==> src/design/nfls_pkg.sv <==
// nfls_pkg: types, constants and codes shared by the nearest-four light select block.
// No dependencies; imported by every module in the design folder.
package nfls_pkg;

    localparam int KEEP_SLOTS = 4;
    localparam int CNT_W      = $clog2(KEEP_SLOTS + 1);
    localparam int POS_W      = 24;
    localparam int DIFF_W     = POS_W + 1;
    localparam int DIST_W     = 50;
    localparam int ID_W       = 16;
    localparam int CFG_IDX_W  = 2;
    localparam int REPORT_IDS = 4;

    localparam logic [CFG_IDX_W-1:0] REG_CENTER_X = 2'd0;
    localparam logic [CFG_IDX_W-1:0] REG_CENTER_Y = 2'd1;
    localparam logic [CFG_IDX_W-1:0] REG_CENTER_Z = 2'd2;

    localparam logic [1:0] STAT_KEPT    = 2'd0;
    localparam logic [1:0] STAT_DROPPED = 2'd1;
    localparam logic [1:0] STAT_SKIPPED = 2'd2;
    localparam logic [1:0] STAT_CLEARED = 2'd3;

    typedef enum logic [1:0] {
        ST_IDLE,
        ST_SUM,
        ST_INS,
        ST_RES
    } t_state;

    typedef struct packed {
        logic                    action;
        logic                    visible;
        logic                    is_point;
        logic [ID_W-1:0]         light_id;
        logic signed [POS_W-1:0] pos_x;
        logic signed [POS_W-1:0] pos_y;
        logic signed [POS_W-1:0] pos_z;
    } t_in_item;

    typedef struct packed {
        logic [1:0]      status;
        logic [1:0]      slot;
        logic [2:0]      count;
        logic [ID_W-1:0] kept_id_0;
        logic [ID_W-1:0] kept_id_1;
        logic [ID_W-1:0] kept_id_2;
        logic [ID_W-1:0] kept_id_3;
    } t_out_item;

    typedef struct packed {
        logic [DIST_W-1:0] dist_sq;
        logic [ID_W-1:0]   id;
    } t_entry;

    typedef struct packed {
        logic              load_en;
        logic [DIST_W-1:0] dist_sq;
        logic [ID_W-1:0]   id;
    } t_cell_ctl;

endpackage

==> src/design/nearest_four_light_select_top.sv <==
// nearest_four_light_select_top: top level of the nearest-four light select block.
// Depends on nfls_pkg, nfls_sqdist and nfls_cell.
//
// Usage:
//   Configuration: write center_x, center_y, center_z (index 0, 1, 2) on the
//   cfg channel while the block is idle; o_cfg_ready is always high and an
//   index of 3 is ignored.
//   Input: one item per transfer on i_in_valid/o_in_ready. A visible point
//   offer is insertion-sorted by squared distance to the centre into KEEP_SLOTS
//   cells unless the row is full and it is no closer than the last one kept; a clear empties the row.
//   Output: one result per item on o_out_valid/i_out_ready, held in an output
//   register so the next item is taken while a result still waits.
//   Sequence: each item is squared at the transfer edge, then passes the sum,
//   insert and report steps before its result is registered; the block then
//   returns to the idle step, where it takes the next transfer. The four-step
//   sequencer handles one item at a time.
//   Stall: if the output register is still full, the item waits in the report
//   step and o_in_ready stays low until the result is taken.
//   Reset: synchronous, active low; empties the list, zeroes the centre,
//   drops any pending result. No clearing pass is needed.
module nearest_four_light_select_top (
    input  logic                           i_clk,
    input  logic                           i_rst_n,
    input  logic                           i_cfg_valid,
    output logic                           o_cfg_ready,
    input  logic [nfls_pkg::CFG_IDX_W-1:0] i_cfg_index,
    input  logic [nfls_pkg::POS_W-1:0]     i_cfg_data,
    input  logic                           i_in_valid,
    output logic                           o_in_ready,
    input  nfls_pkg::t_in_item             i_in_item,
    output logic                           o_out_valid,
    input  logic                           i_out_ready,
    output nfls_pkg::t_out_item            o_out_item
);
    import nfls_pkg::*;

    t_state r_state;
    t_state n_state;

    logic signed [POS_W-1:0] r_center_x;
    logic signed [POS_W-1:0] r_center_y;
    logic signed [POS_W-1:0] r_center_z;

    logic            r_action;
    logic            r_ok;
    logic [ID_W-1:0] r_id;

    logic [DIST_W-1:0] w_sq_x;
    logic [DIST_W-1:0] w_sq_y;
    logic [DIST_W-1:0] w_sq_z;
    logic [DIST_W-1:0] r_dist;

    logic [CNT_W-1:0] r_count;
    logic [CNT_W-1:0] n_count;
    logic [1:0]       r_status;
    logic [1:0]       n_status;
    logic [1:0]       r_slot;
    logic [1:0]       n_slot;

    logic            r_out_valid;
    t_out_item       r_out_item;
    t_out_item       w_result;

    logic             w_accept;
    logic             w_offer;
    logic             w_full;
    logic             w_closer;
    logic             w_insert;
    logic [CNT_W-1:0] w_pos;
    logic             w_sorted;

    t_cell_ctl            w_ctl;
    logic [KEEP_SLOTS-1:0] w_valid;
    logic [KEEP_SLOTS-1:0] w_lt;
    logic [KEEP_SLOTS-1:0] w_prev_lt;
    t_entry               w_entry [KEEP_SLOTS];
    t_entry               w_prev  [KEEP_SLOTS];
    logic [ID_W-1:0]      w_ids   [REPORT_IDS];

    assign o_cfg_ready = 1'b1;
    assign o_in_ready  = (r_state == ST_IDLE);
    assign w_accept    = i_in_valid && o_in_ready;

    always_ff @(posedge i_clk) begin
        if (!i_rst_n) begin
            r_center_x <= '0;
            r_center_y <= '0;
            r_center_z <= '0;
        end else if (i_cfg_valid) begin
            unique case (i_cfg_index)
                REG_CENTER_X: r_center_x <= i_cfg_data;
                REG_CENTER_Y: r_center_y <= i_cfg_data;
                REG_CENTER_Z: r_center_z <= i_cfg_data;
                default: ;
            endcase
        end
    end

    nfls_sqdist u_sq_x (
        .i_clk    (i_clk),
        .i_en     (w_accept),
        .i_pos    (i_in_item.pos_x),
        .i_center (r_center_x),
        .o_sq     (w_sq_x)
    );

    nfls_sqdist u_sq_y (
        .i_clk    (i_clk),
        .i_en     (w_accept),
        .i_pos    (i_in_item.pos_y),
        .i_center (r_center_y),
        .o_sq     (w_sq_y)
    );

    nfls_sqdist u_sq_z (
        .i_clk    (i_clk),
        .i_en     (w_accept),
        .i_pos    (i_in_item.pos_z),
        .i_center (r_center_z),
        .o_sq     (w_sq_z)
    );

    always_ff @(posedge i_clk) begin
        if (w_accept) begin
            r_action <= i_in_item.action;
            r_ok     <= i_in_item.visible && i_in_item.is_point;
            r_id     <= i_in_item.light_id;
        end
        if (r_state == ST_SUM) begin
            r_dist <= w_sq_x + w_sq_y + w_sq_z;
        end
    end

    assign w_offer  = !r_action && r_ok;
    assign w_full   = (r_count == CNT_W'(KEEP_SLOTS));
    assign w_closer = (r_dist < w_entry[KEEP_SLOTS-1].dist_sq);
    assign w_insert = w_offer && !(w_full && !w_closer);

    assign w_ctl.load_en = (r_state == ST_INS) && w_insert;
    assign w_ctl.dist_sq = r_dist;
    assign w_ctl.id      = r_id;

    for (genvar j = 0; j < KEEP_SLOTS; j++) begin : g_cell
        assign w_valid[j] = (CNT_W'(j) < r_count);
        if (j == 0) begin : g_head
            assign w_prev_lt[j] = 1'b1;
            assign w_prev[j]    = w_entry[j];
        end else begin : g_link
            assign w_prev_lt[j] = w_lt[j-1];
            assign w_prev[j]    = w_entry[j-1];
        end
        nfls_cell u_cell (
            .i_clk     (i_clk),
            .i_ctl     (w_ctl),
            .i_valid   (w_valid[j]),
            .i_prev_lt (w_prev_lt[j]),
            .i_prev    (w_prev[j]),
            .o_lt      (w_lt[j]),
            .o_entry   (w_entry[j])
        );
    end

    always_comb begin
        w_pos = '0;
        for (int j = 0; j < KEEP_SLOTS; j++) begin
            w_pos = w_pos + CNT_W'(w_lt[j]);
        end
    end

    always_comb begin
        n_count  = r_count;
        n_status = r_status;
        n_slot   = r_slot;
        if (r_state == ST_INS) begin
            n_slot = '0;
            if (r_action) begin
                n_count  = '0;
                n_status = STAT_CLEARED;
            end else if (!r_ok) begin
                n_status = STAT_SKIPPED;
            end else if (!w_insert) begin
                n_status = STAT_DROPPED;
            end else begin
                n_status = STAT_KEPT;
                n_slot   = w_pos[1:0];
                if (!w_full) begin
                    n_count = r_count + CNT_W'(1);
                end
            end
        end
    end

    for (genvar k = 0; k < REPORT_IDS; k++) begin : g_ids
        if (k < KEEP_SLOTS) begin : g_live
            assign w_ids[k] = (CNT_W'(k) < r_count) ? w_entry[k].id : '0;
        end else begin : g_none
            assign w_ids[k] = '0;
        end
    end

    always_comb begin
        w_result.status    = r_status;
        w_result.slot      = r_slot;
        w_result.count     = 3'(r_count);
        w_result.kept_id_0 = w_ids[0];
        w_result.kept_id_1 = w_ids[1];
        w_result.kept_id_2 = w_ids[2];
        w_result.kept_id_3 = w_ids[3];
    end

    always_comb begin
        n_state = r_state;
        unique case (r_state)
            ST_IDLE: begin
                if (i_in_valid) begin
                    n_state = ST_SUM;
                end
            end
            ST_SUM: n_state = ST_INS;
            ST_INS: n_state = ST_RES;
            ST_RES: begin
                if (!r_out_valid || i_out_ready) begin
                    n_state = ST_IDLE;
                end
            end
            default: n_state = ST_IDLE;
        endcase
    end

    always_ff @(posedge i_clk) begin
        if (!i_rst_n) begin
            r_state     <= ST_IDLE;
            r_count     <= '0;
            r_out_valid <= 1'b0;
        end else begin
            r_state <= n_state;
            r_count <= n_count;
            if (r_state == ST_RES && (!r_out_valid || i_out_ready)) begin
                r_out_valid <= 1'b1;
            end else if (i_out_ready) begin
                r_out_valid <= 1'b0;
            end
        end
    end

    always_ff @(posedge i_clk) begin
        r_status <= n_status;
        r_slot   <= n_slot;
        if (r_state == ST_RES && (!r_out_valid || i_out_ready)) begin
            r_out_item <= w_result;
        end
    end

    assign o_out_valid = r_out_valid;
    assign o_out_item  = r_out_item;

    always_comb begin
        w_sorted = 1'b1;
        for (int j = 1; j < KEEP_SLOTS; j++) begin
            if (w_valid[j] && (w_entry[j-1].dist_sq > w_entry[j].dist_sq)) begin
                w_sorted = 1'b0;
            end
        end
    end

    a_count_range: assert property (@(posedge i_clk) disable iff (!i_rst_n)
        r_count <= CNT_W'(KEEP_SLOTS))
        else $error("kept count beyond slot count");

    a_count_hold: assert property (@(posedge i_clk) disable iff (!i_rst_n)
        (r_state != ST_INS) |=> $stable(r_count))
        else $error("kept count changed outside the insert step");

    a_sorted: assert property (@(posedge i_clk) disable iff (!i_rst_n)
        (r_state == ST_IDLE) |-> w_sorted)
        else $error("kept list out of order");

    a_slot_in_list: assert property (@(posedge i_clk) disable iff (!i_rst_n)
        (o_out_valid && o_out_item.status == STAT_KEPT) |->
            ({1'b0, o_out_item.slot} < o_out_item.count || KEEP_SLOTS > REPORT_IDS))
        else $error("reported slot beyond kept count");

endmodule

==> src/design/nfls_sqdist.sv <==
// nfls_sqdist: one axis of the squared distance, difference and square, registered.
// Depends on nfls_pkg.
module nfls_sqdist (
    input  logic                             i_clk,
    input  logic                             i_en,
    input  logic signed [nfls_pkg::POS_W-1:0] i_pos,
    input  logic signed [nfls_pkg::POS_W-1:0] i_center,
    output logic [nfls_pkg::DIST_W-1:0]      o_sq
);
    import nfls_pkg::*;

    logic signed [DIFF_W-1:0] w_diff;
    logic [DIFF_W-1:0]        w_mag;
    logic [DIST_W-1:0]        r_sq;

    assign w_diff = DIFF_W'(i_pos) - DIFF_W'(i_center);
    assign w_mag  = w_diff[DIFF_W-1] ? DIFF_W'(-w_diff) : DIFF_W'(w_diff);

    always_ff @(posedge i_clk) begin
        if (i_en) begin
            r_sq <= DIST_W'(w_mag * w_mag);
        end
    end

    assign o_sq = r_sq;

endmodule

==> src/design/nfls_cell.sv <==
// nfls_cell: one slot of the sorted list; holds, takes the candidate or takes its neighbor.
// Depends on nfls_pkg.
module nfls_cell (
    input  logic                i_clk,
    input  nfls_pkg::t_cell_ctl i_ctl,
    input  logic                i_valid,
    input  logic                i_prev_lt,
    input  nfls_pkg::t_entry    i_prev,
    output logic                o_lt,
    output nfls_pkg::t_entry    o_entry
);
    import nfls_pkg::*;

    t_entry r_entry;
    t_entry n_entry;

    assign o_lt = i_valid && (r_entry.dist_sq < i_ctl.dist_sq);

    always_comb begin
        n_entry = r_entry;
        if (i_ctl.load_en && !o_lt) begin
            if (i_prev_lt) begin
                n_entry.dist_sq = i_ctl.dist_sq;
                n_entry.id      = i_ctl.id;
            end else begin
                n_entry = i_prev;
            end
        end
    end

    always_ff @(posedge i_clk) begin
        r_entry <= n_entry;
    end

    assign o_entry = r_entry;

endmodule
==> config.mk <==
export PLATFORM = sky130hd
export DESIGN_NAME = nearest_four_light_select_top
export DESIGN_NICKNAME = d
export VERILOG_FILES = /design/src/design/nfls_pkg.sv /design/src/design/nearest_four_light_select_top.sv /design/src/design/nfls_sqdist.sv /design/src/design/nfls_cell.sv
export SDC_FILE = /design/constraint.sdc
export NUM_CORES = 2
export LEC_CHECK = 0
export ABC_AREA = 1
export BUFFER_PORTS_ARGS = -buffer_cell sky130_fd_sc_hd__clkbuf_2
export CORE_ASPECT_RATIO = 0.7
export CORE_MARGIN = 8
export CORE_UTILIZATION = 41
export CTS_CLUSTER_DIAMETER = 40
export DETAILED_ROUTE_END_ITERATION = 8
export GPL_TIMING_DRIVEN = 0
export PLACE_DENSITY_LB_ADDON = 0.2
export SYNTH_ARGS = -nofsm -noshare
export SYNTH_HDL_FRONTEND = slang
export SYNTH_SLANG_ARGS = --single-unit
==> constraint.sdc <==
create_clock -name i_clk -period 12.64 [get_ports i_clk]
set_clock_uncertainty 0.05 [all_clocks]
set_input_delay 1.896 -clock i_clk [delete_from_list [all_inputs] [get_ports i_clk]]
set_output_delay 1.896 -clock i_clk [all_outputs]
set_load 0.02 [all_outputs]
== Yosys cells after proc, flatten, opt, wreduce, memory -nomap -nowiden ==
Cells that the tools add are included.

* Output and inout bits: 74
* Flip-flop bits (word level): 635

* Muxes and demuxes: 17
* Magnitude comparators: 9
* Add/sub/neg operators: 12
* Equality and inequality tests: 9
* Reductions and logical operators: 36
* Multipliers: 3
* Bitwise operators: 2

{| class="wikitable"
|+ Operators by type and width
! cell !! count
|-
| 50-bit less-than comparator || 5
|-
| 66-bit 2-to-1 mux || 3
|-
| 25-bit by 25-bit multiplier with 50-bit output || 3
|-
| 50-bit adder || 2
|-
| 25-bit 2-to-1 mux || 3
|-
| 25-bit negation || 3
|-
| 24-bit by 24-bit subtractor with 25-bit output || 3
|-
| 1-bit logical AND || 15
|-
| 3-bit 2-to-1 mux || 4
|-
| 1-bit logical NOT || 8
|-
| 2-bit one-hot mux with 4 select lines || 1
|-
| 2-bit AND reduction || 4
|-
| 2-bit == test (second input constant) || 3
|-
| 1-bit by 3-bit less-than comparator with 1-bit output (first input constant) || 2
|-
| 2-bit by 3-bit less-than comparator with 1-bit output (first input constant) || 2
|-
| 2-bit != test (second input constant) || 3
|-
| 2-bit nonzero test || 3
|-
| 2-bit by 1-bit adder with 2-bit output || 2
|-
| 2-bit by 1-bit == test with 1-bit output (second input constant) || 2
|-
| 2-bit logical NOT || 2
|-
| 1-bit 2-to-1 mux || 4
|-
| 2-bit 2-to-1 mux || 2
|-
| 4-bit AND reduction || 1
|-
| 3-bit by 1-bit adder with 3-bit output (second input constant) || 1
|-
| other kinds (6) || 7
|}

== Longest topological paths before layout ==
* Word-level depth: 8
* Gate-level depth with buffers: 50
* Depth with buffers taken out: 48

== Modules after synthesis ==
A second synthesis with hierarchy kept.

* Cells, all modules: 11466
* Area, all modules: 96608.9 um2

{| class="wikitable"
|+ By module, submodules not included
! module !! times used !! area each (um2) !! cells an instance
|-
| nfls_sqdist at u_sq_z || 1 || 22401.5 || 2731
|-
| nfls_sqdist at u_sq_y || 1 || 22107.5 || 2723
|-
| nfls_sqdist at u_sq_x || 1 || 22049.9 || 2660
|-
| nfls_cell || 4 || 4113.9 || 437
|-
| nearest_four_light_select_top || 1 || 13594.3 || 1604
|}

== Least setup slack after synthesis ==
OpenSTA, ideal clock, no wires.

* Path kind: input port to flip-flop
* Start: input i_in_item[24] (netlist name)
* End: register u_sq_y.r_sq[49] (netlist: u_sq_y.o_sq[49]) (data pin)
* Stages: 42
* Library setup time: 0.260 ns
* Setup slack: 2.659 ns
* Arrival time: 9.671 ns
* Path through: inv_1 ha_1 fa_1 nand3b_1 nand2_1 nand2_1 nand3_1 nand2_1 nand2_1 nand2_1 nand2_1 nand2_1 nand2_2 inv_2 or2_2 xor2_2 clkbuf_1 nor2_1 [6 not listed] fa_1 inv_1 fa_1 fa_1 inv_1 fa_1 inv_1 ha_1 a21oi_1 inv_1 nor2_1 inv_1 a21oi_1 o21ai_0 a21oi_1 o21ai_0 xor2_1 xnor2_1

* Cells in the longest elaborated chain, start to end: 4

{| class="wikitable"
|+ RTL lines
! element !! line !! RTL
|-
| start: declaration || nearest_four_light_select_top.sv:30 || <nowiki>input nfls_pkg::t_in_item i_in_item,</nowiki>
|-
| 24-bit by 24-bit subtractor with 25-bit output (*) || nfls_sqdist.sv:16 || <nowiki>assign w_diff = DIFF_W'(i_pos) - DIFF_W'(i_center);</nowiki>
|-
| 25-bit negation || nfls_sqdist.sv:17 || <nowiki>assign w_mag = w_diff[DIFF_W-1] ? DIFF_W'(-w_diff) : DIFF_W'(w_diff);</nowiki>
|-
| 25-bit 2-to-1 mux (*) || nfls_sqdist.sv:17 ||
|-
| 25-bit by 25-bit multiplier with 50-bit output (*) || nfls_sqdist.sv:21 || <nowiki>r_sq <= DIST_W'(w_mag * w_mag);</nowiki>
|-
| end signal: assignment || nfls_sqdist.sv:21 ||
|-
| end: declaration || nfls_sqdist.sv:14 || <nowiki>logic [DIST_W-1:0] r_sq;</nowiki>
|}

Mark *: on every way between the ends. The rest lies on a longest branch, timed or not.
A chain may end at the register's enable or synchronous reset.

== Worst setup path after layout ==
* Start: input i_in_item[55] (netlist name)
* End: register u_sq_x.r_sq[48] (netlist: u_sq_x.o_sq[48]) (data pin)

* Cells in the longest elaborated chain, start to end: 4

{| class="wikitable"
|+ RTL lines
! element !! line
|-
| 24-bit by 24-bit subtractor with 25-bit output (*) || nfls_sqdist.sv:16
|-
| 25-bit negation || nfls_sqdist.sv:17
|-
| 25-bit 2-to-1 mux (*) || nfls_sqdist.sv:17
|-
| 25-bit by 25-bit multiplier with 50-bit output (*) || nfls_sqdist.sv:21
|-
| end signal: assignment || nfls_sqdist.sv:21
|-
| end: declaration || nfls_sqdist.sv:14
|}

Marks and branches as above.

==> flow_summary.html <==
<table>
<tr><th>Metric</th><th>Value</th></tr>
<tr><th colspan="2">Setup path</th></tr>
<tr><td>Crit path required time</td><td>13.00 ns</td></tr>
<tr><td>CP arrival</td><td>12.46 ns</td></tr>
<tr><td>Crit path capture type</td><td>flip-flop</td></tr>
<tr><td>Most common cell type on the critical path</td><td>sky130_fd_sc_hd__fa_1</td></tr>
<tr><td>Largest fanout on the critical path</td><td>10</td></tr>
<tr><td>Max incr delay on CP</td><td>0.81 ns</td></tr>
<tr><td>Slowest CP cell</td><td>sky130_fd_sc_hd__xor2_2</td></tr>
<tr><td>Startpoint types</td><td>input port</td></tr>
<tr><td>Category of the most critical setup path</td><td>input port to flip-flop</td></tr>
<tr><th colspan="2">Clock network</th></tr>
<tr><td>Maximum level of the CTS H-tree</td><td>3</td></tr>
<tr><td>CTS tree</td><td>built</td></tr>
<tr><td>Clock latency reported for the late side of the worst-skew pair</td><td>0.69 ns</td></tr>
<tr><td>Num CTS Buffers</td><td>81</td></tr>
<tr><td>Clock-pin slew reported for the worst setup and hold paths after clock tree synthesis</td><td>0.06 ns</td></tr>
<tr><td>Resize count post-CTS</td><td>0</td></tr>
<tr><td>Sinks on the clock net</td><td>632</td></tr>
<tr><td>CTS max path bufs</td><td>3</td></tr>
<tr><td>Clock tree root buffer cell</td><td>sky130_fd_sc_hd__clkbuf_16</td></tr>
<tr><td>Post-CTS Setup Bufs</td><td>0</td></tr>
<tr><td>Cts hold-fix bufs</td><td>0</td></tr>
<tr><th colspan="2">Timing</th></tr>
<tr><td>Transition time at the pin with the least slew margin</td><td>1.34 ns</td></tr>
<tr><td>Headroom to the max-slew limit</td><td>9.50%</td></tr>
<tr><td>Total of endpoints with negative setup slack in the final report</td><td>0</td></tr>
<tr><td>Final worst path period need</td><td>12.10 ns</td></tr>
<tr><td>Upper clock frequency limit</td><td>82.6 MHz</td></tr>
<tr><td>Final clock period utilization by the worst path</td><td>95.7%</td></tr>
<tr><td>Number of hold-slack violations in the final timing report</td><td>0</td></tr>
<tr><td>Final Slew Violations</td><td>0</td></tr>
<tr><td>RSZ-0062 raised after global routing</td><td>no</td></tr>
<tr><td>Final WS setup</td><td>0.539 ns</td></tr>
<tr><td>TNS Setup</td><td>0 ns</td></tr>
<tr><th colspan="2">Placed design</th></tr>
<tr><td>Global placer's final weighted congestion</td><td>0.965</td></tr>
<tr><td>Detail Placement HPWL</td><td>236 mm</td></tr>
<tr><td>Number of cells after detailed placement</td><td>13.3k</td></tr>
<tr><td>Pre-CTS worst setup slack</td><td>0.127 ns</td></tr>
<tr><td>PortBufs</td><td>193</td></tr>
<tr><th colspan="2">Finish</th></tr>
<tr><td>FILL cells</td><td>21.4k</td></tr>
<tr><td>Fraction of final layout cells with drive strength greater than 1</td><td>5.64%</td></tr>
<tr><td>Top library cells by usage in the layout, fill and taps aside</td><td>2504 x sky130_fd_sc_hd__inv_1, 1510 x sky130_fd_sc_hd__nand2_1, 1457 x sky130_fd_sc_hd__fa_1</td></tr>
<tr><td>Commonest non-fill, non-tap cell in the layout</td><td>sky130_fd_sc_hd__inv_1</td></tr>
<tr><td>Filler-free cell count of the finished design</td><td>13.4k</td></tr>
<tr><td>Layout Nets</td><td>12.9k</td></tr>
<tr><td>Layout-stage area growth over the synthesis result</td><td>9.05%</td></tr>
<tr><th colspan="2">GRT</th></tr>
<tr><td>Initial antenna violation count</td><td>12</td></tr>
<tr><td>Pin count of the biggest net entering global routing</td><td>100</td></tr>
<tr><td>Global-route wire length before repair</td><td>424 mm</td></tr>
<tr><td>Number of global-route vias before repair</td><td>70.2k</td></tr>
<tr><td>Overflow after GRT</td><td>0</td></tr>
<tr><td>Overall routing resource usage</td><td>23.4%</td></tr>
<tr><th colspan="2">Status</th></tr>
<tr><td>Status</td><td>finished, final reports clean</td></tr>
<tr><th colspan="2">Routing</th></tr>
<tr><td>Avg WL per Cell</td><td>20.5 microns</td></tr>
<tr><td>Remaining routing DRC violations</td><td>0</td></tr>
<tr><td>Pre-antenna DRT Iters</td><td>6</td></tr>
<tr><td>Number of routed nets with antenna violations</td><td>0</td></tr>
<tr><td>Vias per inst</td><td>5.10</td></tr>
<tr><td>Initial detailed-routing violation count</td><td>5936</td></tr>
<tr><td>Count of vias placed by the detailed router</td><td>68.4k</td></tr>
<tr><td>Detailed-route wire length</td><td>276 mm</td></tr>
<tr><th colspan="2">Synthesis</th></tr>
<tr><td>Ys Warns</td><td>0</td></tr>
<tr><td>Fraction of post-synthesis cell area in the top cell type by area</td><td>32.5%</td></tr>
<tr><td>Distinct cell type count after synthesis</td><td>65</td></tr>
<tr><td>Most used flip-flop cell after synthesis</td><td>sky130_fd_sc_hd__edfxtp_1</td></tr>
<tr><td>Synth Cell Area</td><td>0.0896 sq mm</td></tr>
<tr><td>Count of flip-flops with a built-in enable after synthesis</td><td>554</td></tr>
<tr><td>Post-Syn Area per Cell</td><td>8.87 sq um</td></tr>
<tr><td>Post-synth ARST share</td><td>0%</td></tr>
<tr><td>Biggest area consumer among synthesized cells</td><td>sky130_fd_sc_hd__fa_1</td></tr>
<tr><td>Sequential share of the synthesized area</td><td>20.3%</td></tr>
<tr><td>Number of instances in the synthesized netlist</td><td>10.1k</td></tr>
<tr><td>Largest cells by area after synthesis</td><td>sky130_fd_sc_hd__fa_1 33%, sky130_fd_sc_hd__edfxtp_1 19%, sky130_fd_sc_hd__ha_1 12%</td></tr>
<tr><td>Register bit count reported by yosys</td><td>632</td></tr>
<tr><th colspan="2">Die</th></tr>
<tr><td>Vert. Die Dim</td><td>407 microns</td></tr>
<tr><td>Area inside the core boundary</td><td>0.217 sq mm</td></tr>
<tr><td>Starting density of the core</td><td>41.3%</td></tr>
<tr><td>Die ar.</td><td>0.234 sq mm</td></tr>
<tr><td>Top-level port count</td><td>196</td></tr>
<tr><td>Number of rows in the core area</td><td>143</td></tr>
<tr><td>Die X</td><td>575 microns</td></tr>
<tr><th colspan="2">Min path</th></tr>
<tr><td>Min-Delay Path Class</td><td>flip-flop to flip-flop</td></tr>
<tr><th colspan="2">Run</th></tr>
<tr><td>Number of max-cap violations</td><td>0</td></tr>
</table>
## sequential cells by signal, summed over array words and instances (netlist names), 2 cells and up
name / count
r_state: 2
r_center_z: 24
r_status: 2
u_sq_x.o_sq: 49
u_sq_y.o_sq: 49
o_out_item: 71
r_dist: 50
r_slot: 2
u_sq_z.o_sq: 49
r_center_y: 24
r_count: 3
g_cell.u_cell.o_entry: 264
r_id: 16
r_center_x: 24
## cell families after synthesis
kind of cell	count (synthesis)	share of synthesized area (%)
simple gates	2965	13.5
buf+inv	2748	11.7
compound gates	1187	7.21
fa+ha+maj	2322	44.6
flops	632	20.3
xor+xnor	251	2.67
other cells	2	0.00838
## area by class of cell
cell class                 instances  area, sq um  area share (%)
sequential                       632        18200            18.6
antenna                            5         12.5          0.0128
timing repair buffer             205         1240            1.27
clock buffer                      93         2110            2.16
tap                             2900         3630            3.71
buffer                           193          910           0.931
clock inverter                    56          818           0.837
multi-input combinational       6783        61200            62.6
inverter                        2555         9600            9.82
## per-layer routing
| metal | part of all wire, % | GRT usage, % | routed length (microns) |
|---|---|---|---|
| met1 | 49 | 36.4 | 136000 |
| met2 | 39 | 32.5 | 107000 |
| met3 | 9.3 | 5.93 | 25700 |
| met4 | 2.5 | 4.94 | 6770 |
| met5 | 0.0098 | 0 | 27 |
## critical path, delay by kind of cell
family | cells | cell delay [ns]
simple gates | 19 | 2.79
compound gates | 2 | 1.07
fa+ha+maj | 9 | 4.43
buf+inv | 6 | 1.01
xor+xnor | 2 | 1.24
## cells in the mapped netlist (all sizes together), types with 32 or more instances
master	count
a21oi	502
a31oi	57
buf	103
clkbuf	90
dfxtp	78
edfxtp	554
fa	1457
ha	865
inv	2549
nand2	1543
nand3	196
nand4	84
nor2	1011
nor3	69
o21a	32
o21ai	476
o21bai	32
xnor2	87
xor2	164
## per-stage QoR
step	hold slack (ns)	area (sq um)	util, %
floorplan	0.350	89800	-
global placement	0.355	94400	43.5
detailed placement	0.355	94800	43.6
CTS	0.373	97700	45.0
global route	0.388	97700	45.0
finish	0.372	97700	45.0
## path summary, 6_finish.rpt
check	endpoint	cells after the start	startpoint	slack (ns)
max	u_sq_x.o_sq[48]	38	i_in_item[55]	0.54
min	o_out_item[70]	0	r_status[1]	0.37
max reg2reg	u_sq_x.o_sq[48]	38	r_center_x[0]	1.43
min reg2reg	o_out_item[70]	0	r_status[1]	0.37
Power is left out: the tool's default activity adds up to more than one toggle a clock period on the data nets, which glitch-free logic cannot reach.
